===== config.mk =====
export PLATFORM = sky130hd
export DESIGN_NAME = uart_tx_rx_ring_queues_unit
export DESIGN_NICKNAME = d
export VERILOG_FILES = /design/src/sv/utrq_pkg.sv /design/src/sv/uart_tx_rx_ring_queues_unit.sv /design/src/sv/utrq_ctrl.sv /design/src/sv/utrq_dpath.sv
export SDC_FILE = /design/constraint.sdc
export NUM_CORES = 2
export LEC_CHECK = 0
export ABC_AREA = 1
export BUFFER_PORTS_ARGS = -buffer_cell sky130_fd_sc_hd__buf_2
export CAP_MARGIN = 20
export CORE_AREA = 10 10 431 433
export DETAILED_ROUTE_END_ITERATION = 10
export DIE_AREA = 0 0 441 443
export HOLD_SLACK_MARGIN = 0.02
export PLACE_DENSITY = 0.73
export SYNTH_ARGS = -nofsm -noshare
export SYNTH_HDL_FRONTEND = slang
export SYNTH_SLANG_ARGS = --single-unit

===== constraint.sdc =====
create_clock -name i_clk -period 4.5 [get_ports i_clk]
set_input_delay 0.45 -clock i_clk [delete_from_list [all_inputs] [get_ports i_clk]]
set_output_delay 0.45 -clock i_clk [all_outputs]
set_load 0.05 [all_outputs]

===== src/sv/utrq_pkg.sv =====
// shared constants and types for the uart transmit / receive ring queues
package utrq_pkg;

    localparam int TX_DEPTH = 256;
    localparam int RX_DEPTH = 32;

    localparam int TX_AW = $clog2(TX_DEPTH);
    localparam int RX_AW = $clog2(RX_DEPTH);
    localparam int TX_CW = $clog2(TX_DEPTH + 1);
    localparam int RX_CW = $clog2(RX_DEPTH + 1);

    typedef enum logic [1:0] {
        OP_PUT     = 2'd0,
        OP_GET     = 2'd1,
        OP_RECV    = 2'd2,
        OP_TX_DONE = 2'd3
    } t_op;

    typedef enum logic [1:0] {
        ST_OK       = 2'd0,
        ST_TX_FULL  = 2'd1,
        ST_RX_EMPTY = 2'd2,
        ST_RX_OVER  = 2'd3
    } t_status;

    typedef struct packed {
        logic load;
        logic exec;
    } t_cmd;

endpackage


===== src/sv/uart_tx_rx_ring_queues_unit.sv =====
// top level of the uart transmit / receive ring queues
//
// Each input word (put, get, received byte, transmit done) gives exactly one
// result word. A word is latched at its accepting edge while the store read
// ports fetch the entries at the read pointers, the next cycle updates the
// rings and forms the result, and the result is valid from the edge after
// that. Ready drops at acceptance and rises again at the edge that takes the
// result, so a new word is accepted only after the last result is taken, and
// a result that waits holds off the next word.
// The transmit store is 256 bytes and the receive store 32 bytes, both
// single-write, single-read memories with registered reads, and their
// contents are not cleared by reset.
module uart_tx_rx_ring_queues_unit (
    input  logic                        i_clk,
    input  logic                        i_rst_n,
    input  logic                        i_in_valid,
    output logic                        o_in_ready,
    input  logic [1:0]                  i_operation,
    input  logic [7:0]                  i_data_byte,
    output logic                        o_out_valid,
    input  logic                        i_out_ready,
    output logic [1:0]                  o_status,
    output logic [7:0]                  o_read_byte,
    output logic                        o_send_valid,
    output logic [7:0]                  o_send_byte,
    output logic [utrq_pkg::TX_CW-1:0]  o_tx_pending,
    output logic [utrq_pkg::RX_CW-1:0]  o_rx_count
);

    utrq_pkg::t_cmd cmd;

    utrq_ctrl u_ctrl (
        .i_clk       (i_clk),
        .i_rst_n     (i_rst_n),
        .i_in_valid  (i_in_valid),
        .o_in_ready  (o_in_ready),
        .o_out_valid (o_out_valid),
        .i_out_ready (i_out_ready),
        .o_cmd       (cmd)
    );

    utrq_dpath u_dpath (
        .i_clk        (i_clk),
        .i_rst_n      (i_rst_n),
        .i_cmd        (cmd),
        .i_operation  (i_operation),
        .i_data_byte  (i_data_byte),
        .o_status     (o_status),
        .o_read_byte  (o_read_byte),
        .o_send_valid (o_send_valid),
        .o_send_byte  (o_send_byte),
        .o_tx_pending (o_tx_pending),
        .o_rx_count   (o_rx_count)
    );

endmodule


===== src/sv/utrq_ctrl.sv =====
// handshake controller: accept, execute, then hold the result word
module utrq_ctrl (
    input  logic            i_clk,
    input  logic            i_rst_n,
    input  logic            i_in_valid,
    output logic            o_in_ready,
    output logic            o_out_valid,
    input  logic            i_out_ready,
    output utrq_pkg::t_cmd  o_cmd
);

    typedef enum logic [1:0] {
        S_IDLE,
        S_EXEC,
        S_OUT
    } t_state;

    t_state r_state;
    t_state n_state;
    logic   r_in_ready;
    logic   n_in_ready;
    logic   r_out_valid;
    logic   n_out_valid;

    always_comb begin
        n_state     = r_state;
        n_in_ready  = r_in_ready;
        n_out_valid = r_out_valid;
        unique case (r_state)
            S_IDLE: begin
                if (i_in_valid) begin
                    n_state    = S_EXEC;
                    n_in_ready = 1'b0;
                end
            end
            S_EXEC: begin
                n_state     = S_OUT;
                n_out_valid = 1'b1;
            end
            S_OUT: begin
                if (i_out_ready) begin
                    n_state     = S_IDLE;
                    n_out_valid = 1'b0;
                    n_in_ready  = 1'b1;
                end
            end
            default: begin
                n_state     = S_IDLE;
                n_in_ready  = 1'b1;
                n_out_valid = 1'b0;
            end
        endcase
    end

    always_ff @(posedge i_clk) begin
        if (!i_rst_n) begin
            r_state     <= S_IDLE;
            r_in_ready  <= 1'b1;
            r_out_valid <= 1'b0;
        end else begin
            r_state     <= n_state;
            r_in_ready  <= n_in_ready;
            r_out_valid <= n_out_valid;
        end
    end

    assign o_in_ready  = r_in_ready;
    assign o_out_valid = r_out_valid;
    assign o_cmd.load  = i_in_valid & r_in_ready;
    assign o_cmd.exec  = (r_state == S_EXEC);

endmodule


===== src/sv/utrq_dpath.sv =====
// datapath: both ring stores, their pointers and counts, and the result registers
module utrq_dpath (
    input  logic                        i_clk,
    input  logic                        i_rst_n,
    input  utrq_pkg::t_cmd              i_cmd,
    input  logic [1:0]                  i_operation,
    input  logic [7:0]                  i_data_byte,
    output logic [1:0]                  o_status,
    output logic [7:0]                  o_read_byte,
    output logic                        o_send_valid,
    output logic [7:0]                  o_send_byte,
    output logic [utrq_pkg::TX_CW-1:0]  o_tx_pending,
    output logic [utrq_pkg::RX_CW-1:0]  o_rx_count
);

    localparam int TXA = utrq_pkg::TX_AW;
    localparam int RXA = utrq_pkg::RX_AW;
    localparam int TXC = utrq_pkg::TX_CW;
    localparam int RXC = utrq_pkg::RX_CW;

    logic [7:0] tx_mem [utrq_pkg::TX_DEPTH];
    logic [7:0] rx_mem [utrq_pkg::RX_DEPTH];

    utrq_pkg::t_op r_op;
    logic [7:0]    r_data;
    logic [7:0]    r_tx_rd;
    logic [7:0]    r_rx_rd;

    logic [TXA-1:0] r_tx_wp, n_tx_wp, r_tx_rp, n_tx_rp;
    logic [TXC-1:0] r_tx_cnt, n_tx_cnt;
    logic [RXA-1:0] r_rx_wp, n_rx_wp, r_rx_rp, n_rx_rp;
    logic [RXC-1:0] r_rx_fill, n_rx_fill;

    utrq_pkg::t_status r_status, n_status;
    logic [7:0]        r_read_byte, n_read_byte;
    logic              r_send_valid, n_send_valid;
    logic [7:0]        r_send_byte, n_send_byte;

    logic tx_we;
    logic rx_we;

    always_comb begin
        n_tx_wp      = r_tx_wp;
        n_tx_rp      = r_tx_rp;
        n_tx_cnt     = r_tx_cnt;
        n_rx_wp      = r_rx_wp;
        n_rx_rp      = r_rx_rp;
        n_rx_fill    = r_rx_fill;
        n_status     = utrq_pkg::ST_OK;
        n_read_byte  = 8'h00;
        n_send_valid = 1'b0;
        n_send_byte  = 8'h00;
        tx_we        = 1'b0;
        rx_we        = 1'b0;
        unique case (r_op)
            utrq_pkg::OP_PUT: begin
                if (r_tx_cnt >= TXC'(utrq_pkg::TX_DEPTH)) begin
                    n_status = utrq_pkg::ST_TX_FULL;
                end else begin
                    n_tx_cnt = r_tx_cnt + TXC'(1);
                    if (r_tx_cnt == '0) begin
                        // shifter idle: word goes straight out
                        n_send_valid = 1'b1;
                        n_send_byte  = r_data;
                    end else begin
                        tx_we   = 1'b1;
                        n_tx_wp = (r_tx_wp == TXA'(utrq_pkg::TX_DEPTH - 1)) ?
                                  '0 : r_tx_wp + TXA'(1);
                    end
                end
            end
            utrq_pkg::OP_GET: begin
                if (r_rx_fill == '0) begin
                    n_status = utrq_pkg::ST_RX_EMPTY;
                end else begin
                    n_read_byte = r_rx_rd;
                    n_rx_rp     = (r_rx_rp == RXA'(utrq_pkg::RX_DEPTH - 1)) ?
                                  '0 : r_rx_rp + RXA'(1);
                    n_rx_fill   = r_rx_fill - RXC'(1);
                end
            end
            utrq_pkg::OP_RECV: begin
                if (r_rx_fill >= RXC'(utrq_pkg::RX_DEPTH)) begin
                    n_status = utrq_pkg::ST_RX_OVER;
                end else begin
                    rx_we     = 1'b1;
                    n_rx_wp   = (r_rx_wp == RXA'(utrq_pkg::RX_DEPTH - 1)) ?
                                '0 : r_rx_wp + RXA'(1);
                    n_rx_fill = r_rx_fill + RXC'(1);
                end
            end
            utrq_pkg::OP_TX_DONE: begin
                if (r_tx_cnt != '0) begin
                    n_tx_cnt = r_tx_cnt - TXC'(1);
                    // more than one pending: next queued word to the shifter
                    if (r_tx_cnt != TXC'(1)) begin
                        n_send_valid = 1'b1;
                        n_send_byte  = r_tx_rd;
                        n_tx_rp      = (r_tx_rp == TXA'(utrq_pkg::TX_DEPTH - 1)) ?
                                       '0 : r_tx_rp + TXA'(1);
                    end
                end
            end
            default: begin
                n_status = utrq_pkg::ST_OK;
            end
        endcase
    end

    // stores; read data tracks the read pointers, settled before execute
    always_ff @(posedge i_clk) begin
        if (i_cmd.exec && tx_we) begin
            tx_mem[r_tx_wp] <= r_data;
        end
        r_tx_rd <= tx_mem[r_tx_rp];
    end

    always_ff @(posedge i_clk) begin
        if (i_cmd.exec && rx_we) begin
            rx_mem[r_rx_wp] <= r_data;
        end
        r_rx_rd <= rx_mem[r_rx_rp];
    end

    always_ff @(posedge i_clk) begin
        if (i_cmd.load) begin
            r_op   <= utrq_pkg::t_op'(i_operation);
            r_data <= i_data_byte;
        end
        if (i_cmd.exec) begin
            r_status     <= n_status;
            r_read_byte  <= n_read_byte;
            r_send_valid <= n_send_valid;
            r_send_byte  <= n_send_byte;
        end
    end

    always_ff @(posedge i_clk) begin
        if (!i_rst_n) begin
            r_tx_wp   <= '0;
            r_tx_rp   <= '0;
            r_tx_cnt  <= '0;
            r_rx_wp   <= '0;
            r_rx_rp   <= '0;
            r_rx_fill <= '0;
        end else if (i_cmd.exec) begin
            r_tx_wp   <= n_tx_wp;
            r_tx_rp   <= n_tx_rp;
            r_tx_cnt  <= n_tx_cnt;
            r_rx_wp   <= n_rx_wp;
            r_rx_rp   <= n_rx_rp;
            r_rx_fill <= n_rx_fill;
        end
    end

    assign o_status     = r_status;
    assign o_read_byte  = r_read_byte;
    assign o_send_valid = r_send_valid;
    assign o_send_byte  = r_send_byte;
    assign o_tx_pending = r_tx_cnt;
    assign o_rx_count   = r_rx_fill;

endmodule


==> flow_metrics.py <==
metrics = {
    "status": {
        "status": "complete, no violations",
    },
    "synthesis": {
        "synth_area_sq_mm": 0.100,
        "synthTopCellsByCount": "edfxtp_1 (2333), nand2_1 (2279), nor2_1 (1434)",
        "yosysMostFrequentCell": "edfxtp_1",
        "synthCells": 9178,
        "synth-edff-count": 2333,
        "synth_cell_type_count": 40,
        "async_flop_share_pct": 0,
        "syn_area_per_cell_sq_um": 10.9,
        "synth.net_count": 9217,
        "synthFlopType": "edfxtp_1",
        "yosysWarningCount": 0,
        "ys_ff_latch": 2394,
        "synth_top_area_share_pct": 69.9,
        "yosysSeqAreaShare_pct": 71.1,
        "yosys.area.top_type": "edfxtp_1",
        "synth_area_leaders": "edfxtp_1 (70%), nand2_1 (8.5%), nor2_1 (5.4%)",
    },
    "cts": {
        "cts_root_buffer": "clkbuf_16",
        "cts_buffers": 226,
        "insertion_delay_ps": 870,
        "cts.sinks": 2394,
        "cts-resized-gates": 0,
        "cts.clk_slew.worst_paths_ps": 60,
        "cts_max_level": 4,
        "cts_buffer_depth": 3,
        "tritoncts": "done",
    },
    "sta": {
        "maxSlewViolCount": 0,
        "period_share_pct": 75.6,
        "clock.fmax_mhz": 294,
        "tightest_slew_ps": 1160,
        "setup_viol": 0,
        "rsz0062_at_grt": "false",
        "finClkSkew_ps": 33.2,
        "finalCriticalPeriod_ps": 3400,
        "slew_headroom_pct": 22.8,
        "hold_viol": 0,
    },
    "global_route": {
        "grt_pass1_vias": 65500,
        "antenna_found_initial": 5,
        "grt_start_max_net_pins": 224,
        "grt_overflow": 0,
        "grt_usage_pct": 25.7,
        "grt_pass1_wl_microns": 388000,
    },
    "route": {
        "drt-total-wl_microns": 258000,
        "first_pass_iters": 8,
        "drc": 0,
        "viasPerCell": 5.80,
        "wire_per_inst_microns": 22.1,
        "drtIter0Drc": 9120,
        "vias": 67600,
        "postRouteAntennaNets": 0,
    },
    "floorplan": {
        "die_h_microns": 443,
        "dieWidth_microns": 441,
        "initial_core_util_pct": 56.6,
        "dieArea_sq_mm": 0.195,
        "rows": 155,
        "io_pins": 50,
        "core-area_sq_mm": 0.177,
    },
    "place": {
        "dp_hpwl_microns": 147000,
        "place_congestion": 0.906,
        "port_buffers": 49,
        "placed_area_sq_mm": 0.103,
    },
    "power_and_ir_drop": {
        "leakage_uw": 0.0407,
        "power_uw": 44400,
        "power_density_mw_per_mm2": 404,
        "p_sw_uw": 9220,
        "ir_drop_mv": 0.426,
        "p_seq_share_pct": 55.4,
        "p_int_uw": 35200,
        "p_clk_share_pct": 41.8,
        "comb_power_share_pct": 2.8,
        "swShare_pct": 20.8,
    },
    "worst_setup_path": {
        "cp.required_ps": 5070,
        "critPathMaxFanout": 13,
        "worstPathArrival_ps": 3970,
        "worstRegToRegCells": 10,
        "start_kind": "register",
        "worstSetupPathType": "reg2reg",
        "endpoint_kind": "register",
    },
    "layout": {
        "final_nets": 9144,
        "postLayoutCellArea_sq_mm": 0.110,
        "drive_gt1_share_pct": 6.23,
        "area_growth_pct": 9.74,
    },
    "hold_path": {
        "holdPathStages": 3,
        "min_path_type": "in2reg",
    },
    "run": {
        "cap_viol_max_count": 0,
    },
}
==> worst paths after layout <==
path / from / to / slack, ps
max: u_dpath.o_tx_pending[0]$_SDFFE_PN0P_ / u_dpath.tx_mem[149][0]$_DFFE_PP_ / 1100
min: i_rst_n / u_dpath.o_rx_count[5]$_SDFFE_PN0P_ / 110
max reg2reg: u_dpath.o_tx_pending[0]$_SDFFE_PN0P_ / u_dpath.tx_mem[149][0]$_DFFE_PP_ / 1100
min reg2reg: u_dpath.o_tx_pending[7]$_SDFFE_PN0P_ / u_dpath.o_tx_pending[7]$_SDFFE_PN0P_ / 480
==> cell type report <==
class	count	area, sq um
multi-input cells	5552	23800
diodes	1	2.50
fillers	13600	67200
inverters	707	2680
repair buffers	224	2080
clock buffers	282	5890
clock inverters	140	1300
flip-flops and latches	2394	71300
well taps	2355	2950
==> state kept, by name (all words and copies together), names as in the netlist <==
name / cells
u_ctrl.o_out_valid: 1
u_dpath.r_tx_rd: 8
u_ctrl.o_in_ready: 1
u_dpath.o_tx_pending: 9
u_dpath.o_send_valid: 1
u_dpath.tx_mem: 2048
u_dpath.rx_mem: 256
u_dpath.r_op: 2
u_dpath.r_rx_rp: 5
u_dpath.r_data: 8
u_dpath.r_tx_rp: 8
u_dpath.r_tx_wp: 8
u_dpath.r_rx_rd: 8
u_dpath.o_rx_count: 6
u_ctrl.r_state: 2
u_dpath.o_status: 2
u_dpath.o_read_byte: 8
u_dpath.r_rx_wp: 5
u_dpath.o_send_byte: 8
==> through the flow <==
stage          cells  setup WS (ps)  hold slack (ps)  setup TNS [ps]  utilization, %
2_1_floorplan   9178          -6.95              461          -16020               -
3_3_place_gp   11200           1230              467               0            57.9
3_5_place_dp   11200           1190              475               0            57.9
4_1_cts        11700           1170             72.6               0            62.1
5_1_grt        11700           1040              102               0            62.1
6_report       11700           1100              110               0            62.1
==> cells in the final DEF (no fill, tap or decap), drive strengths merged, types with 32 or more instances in the layout <==
cell | synthesis | final
a21oi | 124 | 124
buf | 266 | 212
clkbuf | 259 | 282
clkinv | 11 | 116
dfxtp | 61 | 61
edfxtp | 2333 | 2333
inv | 696 | 707
nand2 | 2279 | 2279
nand3 | 757 | 757
nor2 | 1436 | 1436
o211ai | 57 | 57
o21ai | 718 | 718
o221ai | 32 | 32
o22ai | 39 | 39
==> worst max-delay path, stage by stage, from the launching register on <==
cell	delay (ps)
dfxtp_1	390
inv_1	130
ha_1	230
nand3_1	130
nand2_1	100
nor2_4	580
buf_4	280
nand4_1	110
buf_4	300
nor3_1	570
buf_4	250
==> logic make-up (layout without fill, tap and decap cells) <==
kind of cell / Yosys count / in the layout / synth area share, %
simple gates: 4533 / 4533 / 18.1
other cells: 0 / 1 / 0
flops: 2394 / 2394 / 71.1
fa+ha+maj: 25 / 25 / 0.319
compound gates: 978 / 978 / 5.21
buf+inv: 1232 / 1353 / 5.15
xor+xnor: 8 / 8 / 0.0699
mux: 8 / 8 / 0.0799
==> metal layers <==
metal	vias to the layer above	global-route usage (%)	wire length (microns)
li1	30800	-	-
met1	32300	34.6	97900
met2	3801	41.1	122000
met3	660	4.45	26200
met4	0	11.5	12400
met5	-	0	0
==> timing repair <==
| action | CTS | global route |
|---|---|---|
| endpoints found under the setup margin | 0 | 0 |
| endpoints found under the hold margin | 14 | 0 |
| hold buffers | 12 | 0 |
| setup buffers | 0 | 0 |
==> power by group through the flow <==
| stage | registers, uW | logic [uW] | clock network, uW |
|---|---|---|---|
| detailed placement | 25100 | 1210 | 0 |
| global route | 24600 | 1330 | 19600 |
| floorplan | 25400 | 426 | 0 |
| global placement | 25100 | 1200 | 0 |
| CTS | 24600 | 1230 | 18700 |
| finish | 24600 | 1240 | 18600 |
(Power assumes the default switching activity.)
